$ cat src/rtl/tcr_pkg.sv
`timescale 1ns / 1ps
// ---------------------------------------------------------------------------
// tcr_pkg
// Shared types, constants and the 5x8 font table of the text column renderer.
// ---------------------------------------------------------------------------
package tcr_pkg;

   // field widths
   localparam int CODE_W      = 8;
   localparam int PAGE_W      = 3;
   localparam int BYTE_W      = 8;
   localparam int INDEX_W     = 7;
   localparam int POS_W       = 8;
   localparam int WIDTH_W     = 8;
   localparam int PCOUNT_W    = 4;
   localparam int CSR_INDEX_W = 2;
   localparam int CSR_DATA_W  = 8;
   localparam int GLYPH_IDX_W = 6;
   localparam int COL_W       = 3;

   // packed stream widths
   localparam int REQ_DATA_W  = 16;
   localparam int RSP_DATA_W  = 24;

   // clip limit for the line width
   localparam int MAX_COLUMNS = 128;

   // font range and glyph shape
   localparam logic [CODE_W-1:0] CODE_FIRST  = 8'd32;
   localparam logic [CODE_W-1:0] CODE_LAST   = 8'd90;
   localparam int                GLYPH_COLS  = 5;
   localparam int                GLYPH_COUNT = 59;
   localparam logic [BYTE_W-1:0] BYTE_ONES   = 8'hFF;

   // configuration register indexes
   localparam logic [CSR_INDEX_W-1:0] CSR_LINE_WIDTH = 2'd0;
   localparam logic [CSR_INDEX_W-1:0] CSR_PAGE_COUNT = 2'd1;
   localparam logic [CSR_INDEX_W-1:0] CSR_INVERT     = 2'd2;

   // reset values of the registers
   localparam logic [WIDTH_W-1:0]  LINE_WIDTH_RST = 8'd128;
   localparam logic [PCOUNT_W-1:0] PAGE_COUNT_RST = 4'd8;

   // item kinds
   localparam logic CMD_CHAR     = 1'b0;
   localparam logic CMD_NEW_LINE = 1'b1;

   typedef struct packed {
      logic [WIDTH_W-1:0]  line_width;
      logic [PCOUNT_W-1:0] page_count;
      logic                invert;
   } cfg_type;

   // one glyph per entry, column 0 in the highest byte
   localparam logic [GLYPH_COLS*BYTE_W-1:0] FONT_ROM [GLYPH_COUNT] = '{
      40'h0000000000, 40'h00005F0000, 40'h0007000700, 40'h147F147F14,
      40'h242A7F2A12, 40'h2313086462, 40'h3649552250, 40'h0005030000,
      40'h001C224100, 40'h0041221C00, 40'h082A1C2A08, 40'h08083E0808,
      40'h0050300000, 40'h0808080808, 40'h0060600000, 40'h2010080402,
      40'h3E5149453E, 40'h00427F4000, 40'h4261514946, 40'h2141454B31,
      40'h1814127F10, 40'h2745454539, 40'h3C4A494930, 40'h0171090503,
      40'h3649494936, 40'h064949291E, 40'h0036360000, 40'h0056360000,
      40'h0008142241, 40'h1414141414, 40'h4122140800, 40'h0201510906,
      40'h324979413E, 40'h7E1111117E, 40'h7F49494936, 40'h3E41414122,
      40'h7F4141221C, 40'h7F49494941, 40'h7F09090101, 40'h3E41415132,
      40'h7F0808087F, 40'h00417F4100, 40'h2040413F01, 40'h7F08142241,
      40'h7F40404040, 40'h7F0204027F, 40'h7F0408107F, 40'h3E4141413E,
      40'h7F09090906, 40'h3E4151215E, 40'h7F09192946, 40'h4649494931,
      40'h01017F0101, 40'h3F4040403F, 40'h1F2040201F, 40'h7F2018207F,
      40'h6314081463, 40'h0304780403, 40'h6151494543
   };

   // column k of a glyph, zero for the spacer column
   function automatic logic [BYTE_W-1:0] glyph_column(
      input logic [GLYPH_IDX_W-1:0] idx,
      input logic [COL_W-1:0]       col
   );
      logic [GLYPH_COLS*BYTE_W-1:0] row;
      logic [BYTE_W-1:0]            result;
      row    = FONT_ROM[idx];
      result = '0;
      case (col)
         3'd0:    result = row[39:32];
         3'd1:    result = row[31:24];
         3'd2:    result = row[23:16];
         3'd3:    result = row[15:8];
         3'd4:    result = row[7:0];
         default: result = '0;
      endcase
      return result;
   endfunction

endpackage

$ cat src/rtl/tcr_csr.sv
`timescale 1ns / 1ps
// ---------------------------------------------------------------------------
// tcr_csr
// Configuration registers: line width, page count and invert.
// ---------------------------------------------------------------------------
module tcr_csr (
   input  logic                           clock,
   input  logic                           reset,
   input  logic                           csr_we,
   input  logic [tcr_pkg::CSR_INDEX_W-1:0] csr_index,
   input  logic [tcr_pkg::CSR_DATA_W-1:0]  csr_wdata,
   output tcr_pkg::cfg_type               cfg
);
   import tcr_pkg::*;

   cfg_type cfg_ff;
   cfg_type cfg_in;

   // register write decode
   always_comb begin
      cfg_in = cfg_ff;
      if (csr_we) begin
         case (csr_index)
            CSR_LINE_WIDTH: cfg_in.line_width = csr_wdata[WIDTH_W-1:0];
            CSR_PAGE_COUNT: cfg_in.page_count = csr_wdata[PCOUNT_W-1:0];
            CSR_INVERT:     cfg_in.invert     = csr_wdata[0];
            default:        cfg_in = cfg_ff;
         endcase
      end
   end

   always_ff @(posedge clock) begin
      if (reset) begin
         cfg_ff.line_width <= LINE_WIDTH_RST;
         cfg_ff.page_count <= PAGE_COUNT_RST;
         cfg_ff.invert     <= 1'b0;
      end else begin
         cfg_ff <= cfg_in;
      end
   end

   assign cfg = cfg_ff;

endmodule

$ cat src/rtl/tcr_column_gen.sv
`timescale 1ns / 1ps
// ---------------------------------------------------------------------------
// tcr_column_gen
// Holds one character, steps through up to six of its columns and feeds the result
// register; tracks the column position of the line.
// ---------------------------------------------------------------------------
module tcr_column_gen #(
   parameter int MAX_COLUMNS = tcr_pkg::MAX_COLUMNS
) (
   input  logic                        clock,
   input  logic                        reset,
   input  tcr_pkg::cfg_type            cfg,
   input  logic                        req_tvalid,
   output logic                        req_tready,
   input  logic                        req_command,
   input  logic [tcr_pkg::CODE_W-1:0]  req_char_code,
   input  logic [tcr_pkg::PAGE_W-1:0]  req_page,
   output logic                        rsp_tvalid,
   input  logic                        rsp_tready,
   output logic [tcr_pkg::BYTE_W-1:0]  rsp_column_byte,
   output logic [tcr_pkg::INDEX_W-1:0] rsp_column_index,
   output logic [tcr_pkg::PAGE_W-1:0]  rsp_page_out,
   output logic                        rsp_line_full,
   output logic                        rsp_last_of_run
);
   import tcr_pkg::*;

   localparam logic [COL_W-1:0]   SPACER_COL = COL_W'(GLYPH_COLS);
   localparam logic [WIDTH_W:0]   MAX_W      = (WIDTH_W+1)'(MAX_COLUMNS);

   // character in progress
   logic                   busy_ff, busy_in;
   logic [GLYPH_IDX_W-1:0] glyph_ff, glyph_in;
   logic [PAGE_W-1:0]      page_ff, page_in;
   logic [COL_W-1:0]       col_ff, col_in;
   logic [POS_W-1:0]       pos_ff, pos_in;

   // result register
   logic                   out_valid_ff, out_valid_in;
   logic [BYTE_W-1:0]      out_byte_ff;
   logic [INDEX_W-1:0]     out_index_ff;
   logic [PAGE_W-1:0]      out_page_ff;
   logic                   out_full_ff;
   logic                   out_last_ff;

   logic [WIDTH_W:0]       eff_width;
   logic [POS_W:0]         pos_plus;
   logic                   advance;
   logic                   col_last;
   logic                   done;
   logic                   req_fire;
   logic [POS_W-1:0]       pos_adv;
   logic [BYTE_W-1:0]      col_byte;
   logic                   code_ok;

   // line width clipped to the column limit
   assign eff_width = ({1'b0, cfg.line_width} > MAX_W) ? MAX_W : {1'b0, cfg.line_width};

   // column step and handshake control
   always_comb begin
      pos_plus   = {1'b0, pos_ff} + 1'b1;
      advance    = busy_ff && (!out_valid_ff || rsp_tready);
      col_last   = (col_ff == SPACER_COL) || (pos_plus == eff_width);
      done       = advance && col_last;
      req_tready = !busy_ff || done;
      req_fire   = req_tvalid && req_tready;
      pos_adv    = advance ? pos_plus[POS_W-1:0] : pos_ff;
      col_byte   = glyph_column(glyph_ff, col_ff) ^ (cfg.invert ? BYTE_ONES : '0);
      code_ok    = (req_char_code >= CODE_FIRST) && (req_char_code <= CODE_LAST);
   end

   // next state of the character in progress
   always_comb begin
      busy_in  = busy_ff && !done;
      pos_in   = pos_adv;
      col_in   = advance ? col_ff + 1'b1 : col_ff;
      glyph_in = glyph_ff;
      page_in  = page_ff;
      if (req_fire) begin
         if (req_command == CMD_NEW_LINE) begin
            pos_in = '0;
         end else if (({1'b0, req_page} < cfg.page_count) &&
                      ({1'b0, pos_adv} < eff_width)) begin
            busy_in  = 1'b1;
            col_in   = '0;
            glyph_in = code_ok ? GLYPH_IDX_W'(req_char_code - CODE_FIRST) : '0;
            page_in  = req_page;
         end
      end
   end

   // result register valid
   always_comb begin
      out_valid_in = out_valid_ff;
      if (advance) begin
         out_valid_in = 1'b1;
      end else if (rsp_tready) begin
         out_valid_in = 1'b0;
      end
   end

   // control registers
   always_ff @(posedge clock) begin
      if (reset) begin
         busy_ff      <= 1'b0;
         pos_ff       <= '0;
         col_ff       <= '0;
         out_valid_ff <= 1'b0;
      end else begin
         busy_ff      <= busy_in;
         pos_ff       <= pos_in;
         col_ff       <= col_in;
         out_valid_ff <= out_valid_in;
      end
   end

   // payload registers
   always_ff @(posedge clock) begin
      glyph_ff <= glyph_in;
      page_ff  <= page_in;
      if (advance) begin
         out_byte_ff  <= col_byte;
         out_index_ff <= pos_ff[INDEX_W-1:0];
         out_page_ff  <= page_ff;
         out_full_ff  <= (pos_plus == eff_width);
         out_last_ff  <= col_last;
      end
   end

   assign rsp_tvalid       = out_valid_ff;
   assign rsp_column_byte  = out_byte_ff;
   assign rsp_column_index = out_index_ff;
   assign rsp_page_out     = out_page_ff;
   assign rsp_line_full    = out_full_ff;
   assign rsp_last_of_run  = out_last_ff;

endmodule

$ cat src/rtl/text_column_renderer.sv
`timescale 1ns / 1ps
// ---------------------------------------------------------------------------
// text_column_renderer
// Renders characters into vertical column bytes of one 8-pixel page row.
// ---------------------------------------------------------------------------
// Usage:
//   req_* carries one item per character: tuser is the command (0 draw a
//   character, 1 start a new line), tdata holds the code and the page.
//   rsp_* gives one item per display column: byte, column index and page in
//   tdata, line_full in tuser, tlast on the last column of a character.
//   csr_* writes line_width, page_count and invert; write only while idle.
// Flow:
//   a taken character is registered in the column stepper, then its first
//   column moves into the result register. A character gives up to six
//   columns, one per cycle unless rsp_tready stalls; the next character is
//   taken in the cycle its last column moves into the result register. The
//   stepper is the limit; new lines and characters giving no column leave it idle.
// Reset: clears the column position, the result register and the
//   registers to line_width 128, page_count 8, invert 0.
// Stall: while rsp_tready is low the result item holds and the column
//   stepper waits; req_tready drops until the character is done.
// ---------------------------------------------------------------------------
module text_column_renderer #(
   parameter int MAX_COLUMNS = tcr_pkg::MAX_COLUMNS
) (
   input  logic                               clock,
   input  logic                               reset,
   // csr
   input  logic                               csr_we,
   input  logic [tcr_pkg::CSR_INDEX_W-1:0]    csr_index,
   input  logic [tcr_pkg::CSR_DATA_W-1:0]     csr_wdata,
   // request stream
   input  logic                               req_tvalid,
   output logic                               req_tready,
   input  logic [tcr_pkg::REQ_DATA_W-1:0]     req_tdata,  // char_code[7:0], page[10:8]
   input  logic                               req_tuser,  // command
   // result stream
   output logic                               rsp_tvalid,
   input  logic                               rsp_tready,
   output logic [tcr_pkg::RSP_DATA_W-1:0]     rsp_tdata,  // column_byte[7:0],
                                                          // column_index[14:8],
                                                          // page_out[17:15]
   output logic                               rsp_tuser,  // line_full
   output logic                               rsp_tlast   // last_of_run
);
   import tcr_pkg::*;

   cfg_type            cfg;
   logic [BYTE_W-1:0]  column_byte;
   logic [INDEX_W-1:0] column_index;
   logic [PAGE_W-1:0]  page_out;

   // configuration registers
   tcr_csr u_csr (
      .clock     (clock),
      .reset     (reset),
      .csr_we    (csr_we),
      .csr_index (csr_index),
      .csr_wdata (csr_wdata),
      .cfg       (cfg)
   );

   // column stepper and result register
   tcr_column_gen #(
      .MAX_COLUMNS (MAX_COLUMNS)
   ) u_column_gen (
      .clock            (clock),
      .reset            (reset),
      .cfg              (cfg),
      .req_tvalid       (req_tvalid),
      .req_tready       (req_tready),
      .req_command      (req_tuser),
      .req_char_code    (req_tdata[7:0]),
      .req_page         (req_tdata[10:8]),
      .rsp_tvalid       (rsp_tvalid),
      .rsp_tready       (rsp_tready),
      .rsp_column_byte  (column_byte),
      .rsp_column_index (column_index),
      .rsp_page_out     (page_out),
      .rsp_line_full    (rsp_tuser),
      .rsp_last_of_run  (rsp_tlast)
   );

   // pack result fields
   assign rsp_tdata = {6'b0, page_out, column_index, column_byte};

endmodule

$ cat config.mk
export PLATFORM = sky130hd
export DESIGN_NAME = text_column_renderer
export DESIGN_NICKNAME = d
export VERILOG_FILES = /design/src/rtl/tcr_pkg.sv /design/src/rtl/tcr_csr.sv /design/src/rtl/tcr_column_gen.sv /design/src/rtl/text_column_renderer.sv
export SDC_FILE = /design/constraint.sdc
export NUM_CORES = 1
export LEC_CHECK = 0
export BUFFER_PORTS_ARGS = -buffer_cell sky130_fd_sc_hd__buf_2
export CELL_PAD_IN_SITES_DETAIL_PLACEMENT = 0
export CELL_PAD_IN_SITES_GLOBAL_PLACEMENT = 1
export CORE_MARGIN = 5
export CORE_UTILIZATION = 40
export DETAILED_ROUTE_END_ITERATION = 12
export PLACE_DENSITY_LB_ADDON = 0.15
export SETUP_SLACK_MARGIN = 0.1
export SLEW_MARGIN = 20
export SYNTH_ARGS = -nofsm -noshare
export SYNTH_HDL_FRONTEND = slang
export SYNTH_SLANG_ARGS = --single-unit
$ cat constraint.sdc
create_clock -name clock -period 3.4 [get_ports clock]
set_clock_uncertainty 0.2 [all_clocks]
set_input_delay 0.51 -clock clock [delete_from_list [all_inputs] [get_ports clock]]
set_output_delay 0.51 -clock clock [all_outputs]
set_load 0.02 [all_outputs]
# --- Yosys cells after proc, flatten, opt, wreduce, memory -nomap -nowiden ---
# Memories as Yosys holds them, arrays and structs flattened.
# Cells that the tools add are included.
classes:
  addsub: 3
  n_lt_le_gt_ge: 6
  eq_ne: 8
  n_mux: 17
  n_bitwise: 3
  n_reduce_logical: 19
ops:
  columns: ["operator", "n"]
  rows:
  - ["$mux 40", 2]
  - ["$mux 8", 5]
  - ["$pmux 8 s5", 1]
  - ["$mux 3", 4]
  - ["$add 8x1->9 const B", 1]
  - ["$eq 9x9->1", 1]
  - ["$lt 8x9->1", 1]
  - ["$ge 8x6->1 const B", 1]
  - ["$gt 8x8->1 const B", 1]
  - ["$le 8x7->1 const B", 1]
  - ["$xor 8x8->8", 1]
  - ["$ge 7x7->1 const B", 1]
  - ["$not 6->7", 1]
  - ["$eq 3x2->1 const B", 2]
  - ["$eq 3x3->1 const B", 2]
  - ["$logic_and 1x1->1", 6]
  - ["$reduce_and 2->1", 3]
  - ["$sub 6x6->6 const B", 1]
  - ["$mux 1", 5]
  - ["$lt 3x4->1", 1]
  - ["$add 3x1->3 const B", 1]
  - ["$eq 3x1->1 const B", 1]
  - ["$logic_not 1->1", 3]
  - ["$logic_not 3->1", 1]
  - ["7 further kinds", 9]
word_totals:
  regBits: 55
  romBits: 2560
  in_bits: 32
  out_inout_bits: 28
  elab_cells: 71
  n_memories: 1
memory_table:
  columns: ["memory", "words", "word_bits", "read_ports", "rd_clocked_by_memory_dff", "wr", "line", "source"]
  rows:
  - ["(no name shown)", 64, 40, 1, 0, 0, "tcr_pkg.sv:80", "row = FONT_ROM[idx];"]

# --- Depth between registers and ports, before layout ---
logic_depth:
  depth_word: 10
  mapped_depth: 12
  mapped_depth_nobuf: 11

# --- Hierarchy ---
# Synthesis repeated with hierarchy kept, for this count alone.
hier_totals:
  cells_unflattened: 704
  hier_area_um2: 5470.2
by_module_without_submodules:
  columns: ["module", "n_inst", "cells_per_inst", "area_per_inst_um2", "seq_area_each_um2"]
  rows:
  - ["tcr_column_gen", 1, 642, 4837.1, 1131.1]
  - ["tcr_csr", 1, 55, 584.3, 260.2]
  - ["text_column_renderer", 1, 7, 48.8, 0.0]

# --- Least setup slack after synthesis ---
# OpenSTA, ideal clock, no wires.
synth_timing:
  path_kind: "in2reg"
  from: "input rsp_tready"
  to: "register u_column_gen.glyph_ff[0], enable pin"
  setup_ns: 0.337
  t_arrival_ns: 2.541
  t_required_ns: 2.863
  slack_ns: 0.321
  path_stages: 11
  n_path_buf: 0
  cell_sequence: "nand2b_1 nand2_1 inv_2 nand2_1 xnor2_1 ha_1 a21o_1 a21oi_1 o2111ai_1 nor3_1 and2_1"
synth_between:
  elab_chain_len: 6
  elab_cells_between_ends: 9
  classes_between: "order compare: 1; mux: 1; reduce/logical: 7"
synth_rtl:
  columns: ["element", "line", "source"]
  rows:
  - ["start, declared", "text_column_renderer.sv:39", "input logic rsp_tready,"]
  - ["$logic_or 1x1->1 *", "tcr_column_gen.sv:62", "advance = busy_ff && (!out_valid_ff || rsp_tready);"]
  - ["$logic_and 1x1->1 *", "tcr_column_gen.sv:62", null]
  - ["via u_column_gen.advance", "tcr_column_gen.sv:48", "logic advance;"]
  - ["$mux 8 / $logic_and 1x1->1 (equally long branches)", "tcr_column_gen.sv:67, tcr_column_gen.sv:64", null]
  - ["$lt 8x9->1 / $logic_or 1x1->1 (equally long branches)", "tcr_column_gen.sv:83, tcr_column_gen.sv:65", null]
  - ["$logic_and 1x1->1, on equally long branches", "tcr_column_gen.sv:82, tcr_column_gen.sv:66", null]
  - ["$reduce_and 3->1 (no line) *", null, null]
  - ["end signal, assigned", "tcr_column_gen.sv:119", "glyph_ff <= glyph_in;"]
  - ["end, declared", "tcr_column_gen.sv:33", "logic [GLYPH_IDX_W-1:0] glyph_ff, glyph_in;"]
# Mark *: on every way through the listed nets, which the timed path passes. The rest lies on a longest branch.
# A chain may end at the register's enable or synchronous reset.

# --- Worst setup path after layout ---
layout_timing:
  from: "register u_column_gen.glyph_ff[2]"
  to: "register u_column_gen.out_byte_ff[3] (netlist: u_column_gen.rsp_column_byte[3]) (data pin)"
layout_between:
  elab_chain_len: 6
layout_rtl:
  columns: ["element", "line", "source"]
  rows:
  - ["$not 6->7 (not written as such)", "tcr_pkg.sv:80", null]
  - ["$mem_v2 64x40", null, null]
  - ["$mux 40 (not written as such) (2 in series)", "tcr_pkg.sv:80", null]
  - ["$pmux 8 s5", "tcr_pkg.sv:82", "case (col)"]
  - ["$xor 8x8->8", "tcr_column_gen.sv:68", "col_byte = glyph_column(glyph_ff, col_ff) ^ (cfg.invert ? BYTE_ONES : '0);"]
  - ["via u_column_gen.col_byte[3]", "tcr_column_gen.sv:53", "logic [BYTE_W-1:0] col_byte;"]
  - ["end signal, assigned", "tcr_column_gen.sv:122", "out_byte_ff <= col_byte;"]
  - ["end, declared", "tcr_column_gen.sv:40", "logic [BYTE_W-1:0] out_byte_ff;"]
# The timed path passes the listed nets, and every way through them passes these cells. The select of a mux whose other input is x is not followed.

==> impl_metrics.yaml <==
power_and_ir_drop:
  pwr-share-comb: 0.313
  ir_drop_mv: 0.205
  power_frac_clock: 0.286
  power.density_nw_per_um2: 302
  p_int_mw: 1.24
  switching_share: 0.339
  power_leakage_nw: 2.40
  pwr-share-seq: 0.401
  p_sw_uw: 637
  p_total_mw: 1.88
placed_design:
  placedCellCount: 887
  place.gp.congestion: 0.956
  dp_hpwl_um: 14000
  post_dp_cell_area_um2: 6030
  io_buffers: 48
final_layout:
  fin_cells: 897
  multi_input_area_um2: 3750
  stdcell_area_um2: 6220
  finalNetCount: 782
  regArea_um2: 1390
  fillCellCount: 1410
  syn_to_final_growth_pct: 12.0
  layout-drive-gt1-share: 0.170
  antenna_cells: 0
critical_path:
  r2r-start: "u_column_gen.glyph_ff[2]"
  worstPathMaxFanout: 10
  cpPeakStageDelay_ps: 460
  regToRegEndpoint: "u_column_gen.rsp_column_byte[3]"
  path_class: "reg -> reg"
  critPathRequiredTime_ps: 3230
  crit_slowest_cell: "ha_1"
  startpoint_type: "flop"
  r2r_slack_ps: 180
  crit_path_end_kind: "flop"
  crit_path_start: "u_column_gen.glyph_ff[2]"
  crit_top_cell: "buf_4"
  crit_chain: "clkinv_1 > ha_1 > buf_4 > nor3_1 > a311oi_1 > a31oi_1 > o21ai_1 > a2111oi_2 > buf_4 > xnor2_1"
  ff2ff_path_depth: 10
  critical_path_arrival_ps: 3050
  crit_path_end: "u_column_gen.rsp_column_byte[3]"
grt:
  grt_overflow: 0
  grt_start_max_net_pins: 98
  grt_pass1_wl_um: 29700
  grt.total_usage: 0.232
  antenna_found_initial: 0
  grt_pass1_vias: 5246
flow_run:
  cap_violations: 0
floorplanning:
  row_count: 43
  start_util: 0.403
  die_w_um: 128
  pin_count: 60
  fp.dieArea_um2: 16300
  core_area_um2: 13800
  die_y_um: 128
logic_synthesis:
  synth.top_cell.area_share: 0.157
  synthCells: 679
  synth_seq_cells: 55
  ys.flop_type: "edfxtp_1"
  yosysUniqueCellTypes: 87
  synthArstFlopShare: 0
  yosysWarnings: 0
  synth_edf_count: 29
  synth-seq-area-share: 0.250
  synth_area_per_cell_um2: 8.18
  synthTopCellsByArea: "edfxtp_1, dfxtp_1, ha_1"
  synth_area_um2: 5560
  yosys.area.top_type: "edfxtp_1"
run_status:
  outcome: "finished clean"
route:
  drtIter0Drc: 848
  dr.pass1.iters: 5
  num_vias: 5543
  drt_wl_total_um: 19200
  ant_nets: 0
  drc: 0
  wl_per_cell_um: 21.4
  routed_via_density: 6.18
clock_network:
  ctsRootBufferMaster: "clkbuf_16"
  clock_tree.buffer_depth: 2
  clk_latency_ps: 300
  clk_pin_slew_ps: 70
  htreeDepth: 2
  postCtsHoldBufs: 0
  cts.sinks: 55
  cts_tree: "built"
  cts_inserted_buffers: 5
sta:
  max_slew_margin: 0.491
  min_period_ps: 3220
  period_share: 0.948
  setup_viol: 0
  drv_slew: 0
  rsz0062_at_grt: "false"
  max_freq_mhz: 310
  finalHoldViolCount: 0
  worst_slew_pin_slew_ps: 762
  tns_ps: 0
worst_hold_path:
  hold_class: "in -> reg"
-- through the flow --
stage	worst slack [ps]	hold WS [ps]	util
floorplan	321	200	-
global placement	99.0	202	0.438
detailed placement	89.9	224	0.438
CTS	142	195	0.450
global route	107	200	0.452
finish	176	199	0.452
-- cell usage in the layout, fill, tap and decap left out, drive strengths merged, types with 6 or more instances in the layout --
cell	n
conb	6
nor2	53
a31oi	11
nand2	36
a211oi	16
mux2i	17
a21oi	40
nand3	13
edfxtp	29
nor3	26
o22ai	6
inv	23
o211ai	10
o311ai	9
nor3b	8
a311oi	9
ha	34
a21o	10
dfxtp	26
buf	90
o32ai	7
and2	16
and3	8
xnor2	16
nand2b	39
o21ai	31
nor2b	26
-- kinds of logic (layout without fill, tap and decap cells) --
kind of cell / after synthesis / count (layout) / share of synthesized area
AOI/OAI and AO/OA: 204 / 204 / 0.262
xor gates and xnor gates: 22 / 22 / 0.0396
adders and majority gates: 34 / 34 / 0.0766
buffers and inverters: 88 / 121 / 0.0802
DFF: 55 / 55 / 0.250
muxes: 21 / 21 / 0.0428
other: 1 / 6 / 0.000675
and+or+nand+nor: 254 / 254 / 0.248
-- registers in the layout, indices dropped and copies added, names as in the netlist --
name and flops:
u_column_gen.col_ff 3, u_column_gen.rsp_tvalid 1, u_column_gen.rsp_column_index 7, u_column_gen.busy_ff 1, u_column_gen.glyph_ff 6, u_column_gen.page_ff 3, u_csr.cfg 13, u_column_gen.rsp_page_out 3
u_column_gen.pos_ff 8, u_column_gen.rsp_column_byte 8, u_column_gen.rsp_line_full 1, u_column_gen.rsp_last_of_run 1
-- synth_stat cells (3+ instances only) --
master / number
nor2_1: 53
a21oi_1: 40
nand2b_1: 39
nand2_1: 36
ha_1: 34
o21ai_0: 30
buf_2: 29
edfxtp_1: 29
dfxtp_1: 26
nor2b_1: 26
nor3_1: 25
inv_1: 18
clkbuf_1: 17
mux2i_1: 17
a211oi_1: 16
xnor2_1: 16
and2_1: 14
nand3_1: 13
buf_4: 12
a31oi_1: 11
a21o_1: 10
o211ai_1: 10
a311oi_1: 8
and3_1: 8
nor3b_1: 8
o311ai_0: 7
o32ai_1: 7
o22ai_1: 6
nand3b_1: 5
a211o_1: 4
a32oi_1: 4
o2111ai_1: 4
o221ai_1: 4
or3_1: 4
xor2_1: 4
a221oi_1: 3
a41o_1: 3
and3b_1: 3
buf_1: 3
buf_6: 3
inv_2: 3
o211a_1: 3
-- area by class of cell --
cell class                 instances  area share
multi-input combinational        541       0.604
sequential                        55       0.224
timing repair buffer              90      0.0974
tap                              180      0.0362
clock buffer                       5      0.0201
inverter                          23      0.0139
clock inverter                     3     0.00503
-- layer usage --
layer  up-vias  GRT usage  wire length [µm]
li1       2591          -                 -
met1      2576      0.348              8810
met2       331      0.328              7800
met3        45     0.0508              2040
met4         0     0.0730               514
met5         -          0                 0
-- timing repair --
action / in CTS / in global routing
resized for setup: 1 / 8
setup endpoints to repair: 2 / 12
setup buffers: 1 / 1
pin swaps: 1 / 2
-- power groups by stage --
| stage | registers [mW] | clock network [mW] | logic, mW |
|---|---|---|---|
| floorplan | 0.784 | 0 | 0.365 |
| global placement | 0.768 | 0 | 0.569 |
| detailed placement | 0.770 | 0 | 0.565 |
| CTS | 0.754 | 0.553 | 0.569 |
| global route | 0.758 | 0.579 | 0.629 |
| finish | 0.754 | 0.537 | 0.587 |
-- worst max-delay path: cells and delay by family (launching register included) --
kind / cells / cell delay, ps
AOI/OAI and AO/OA: 4 / 850
buffers and inverters: 3 / 790
adders and majority gates: 1 / 460
DFF: 1 / 400
and+or+nand+nor: 1 / 180
xor gates and xnor gates: 1 / 60
-- how the worst min path moves through the flow --
stage | from | end | slack, ps | cells after the start
6_report | req_tdata[8] | u_column_gen.page_ff[0] | 200 | 1
5_1_grt | req_tdata[8] | u_column_gen.page_ff[0] | 200 | 1
3_3_place_gp | u_column_gen.page_ff[2] | u_column_gen.rsp_page_out[2] | 200 | 0
4_1_cts | req_tdata[8] | u_column_gen.page_ff[0] | 190 | 1
3_5_place_dp | u_column_gen.page_ff[1] | u_column_gen.rsp_page_out[1] | 220 | 0
2_1_floorplan | u_column_gen.page_ff[0] | u_column_gen.rsp_page_out[0] | 200 | 0
(Power assumes the default switching activity.)
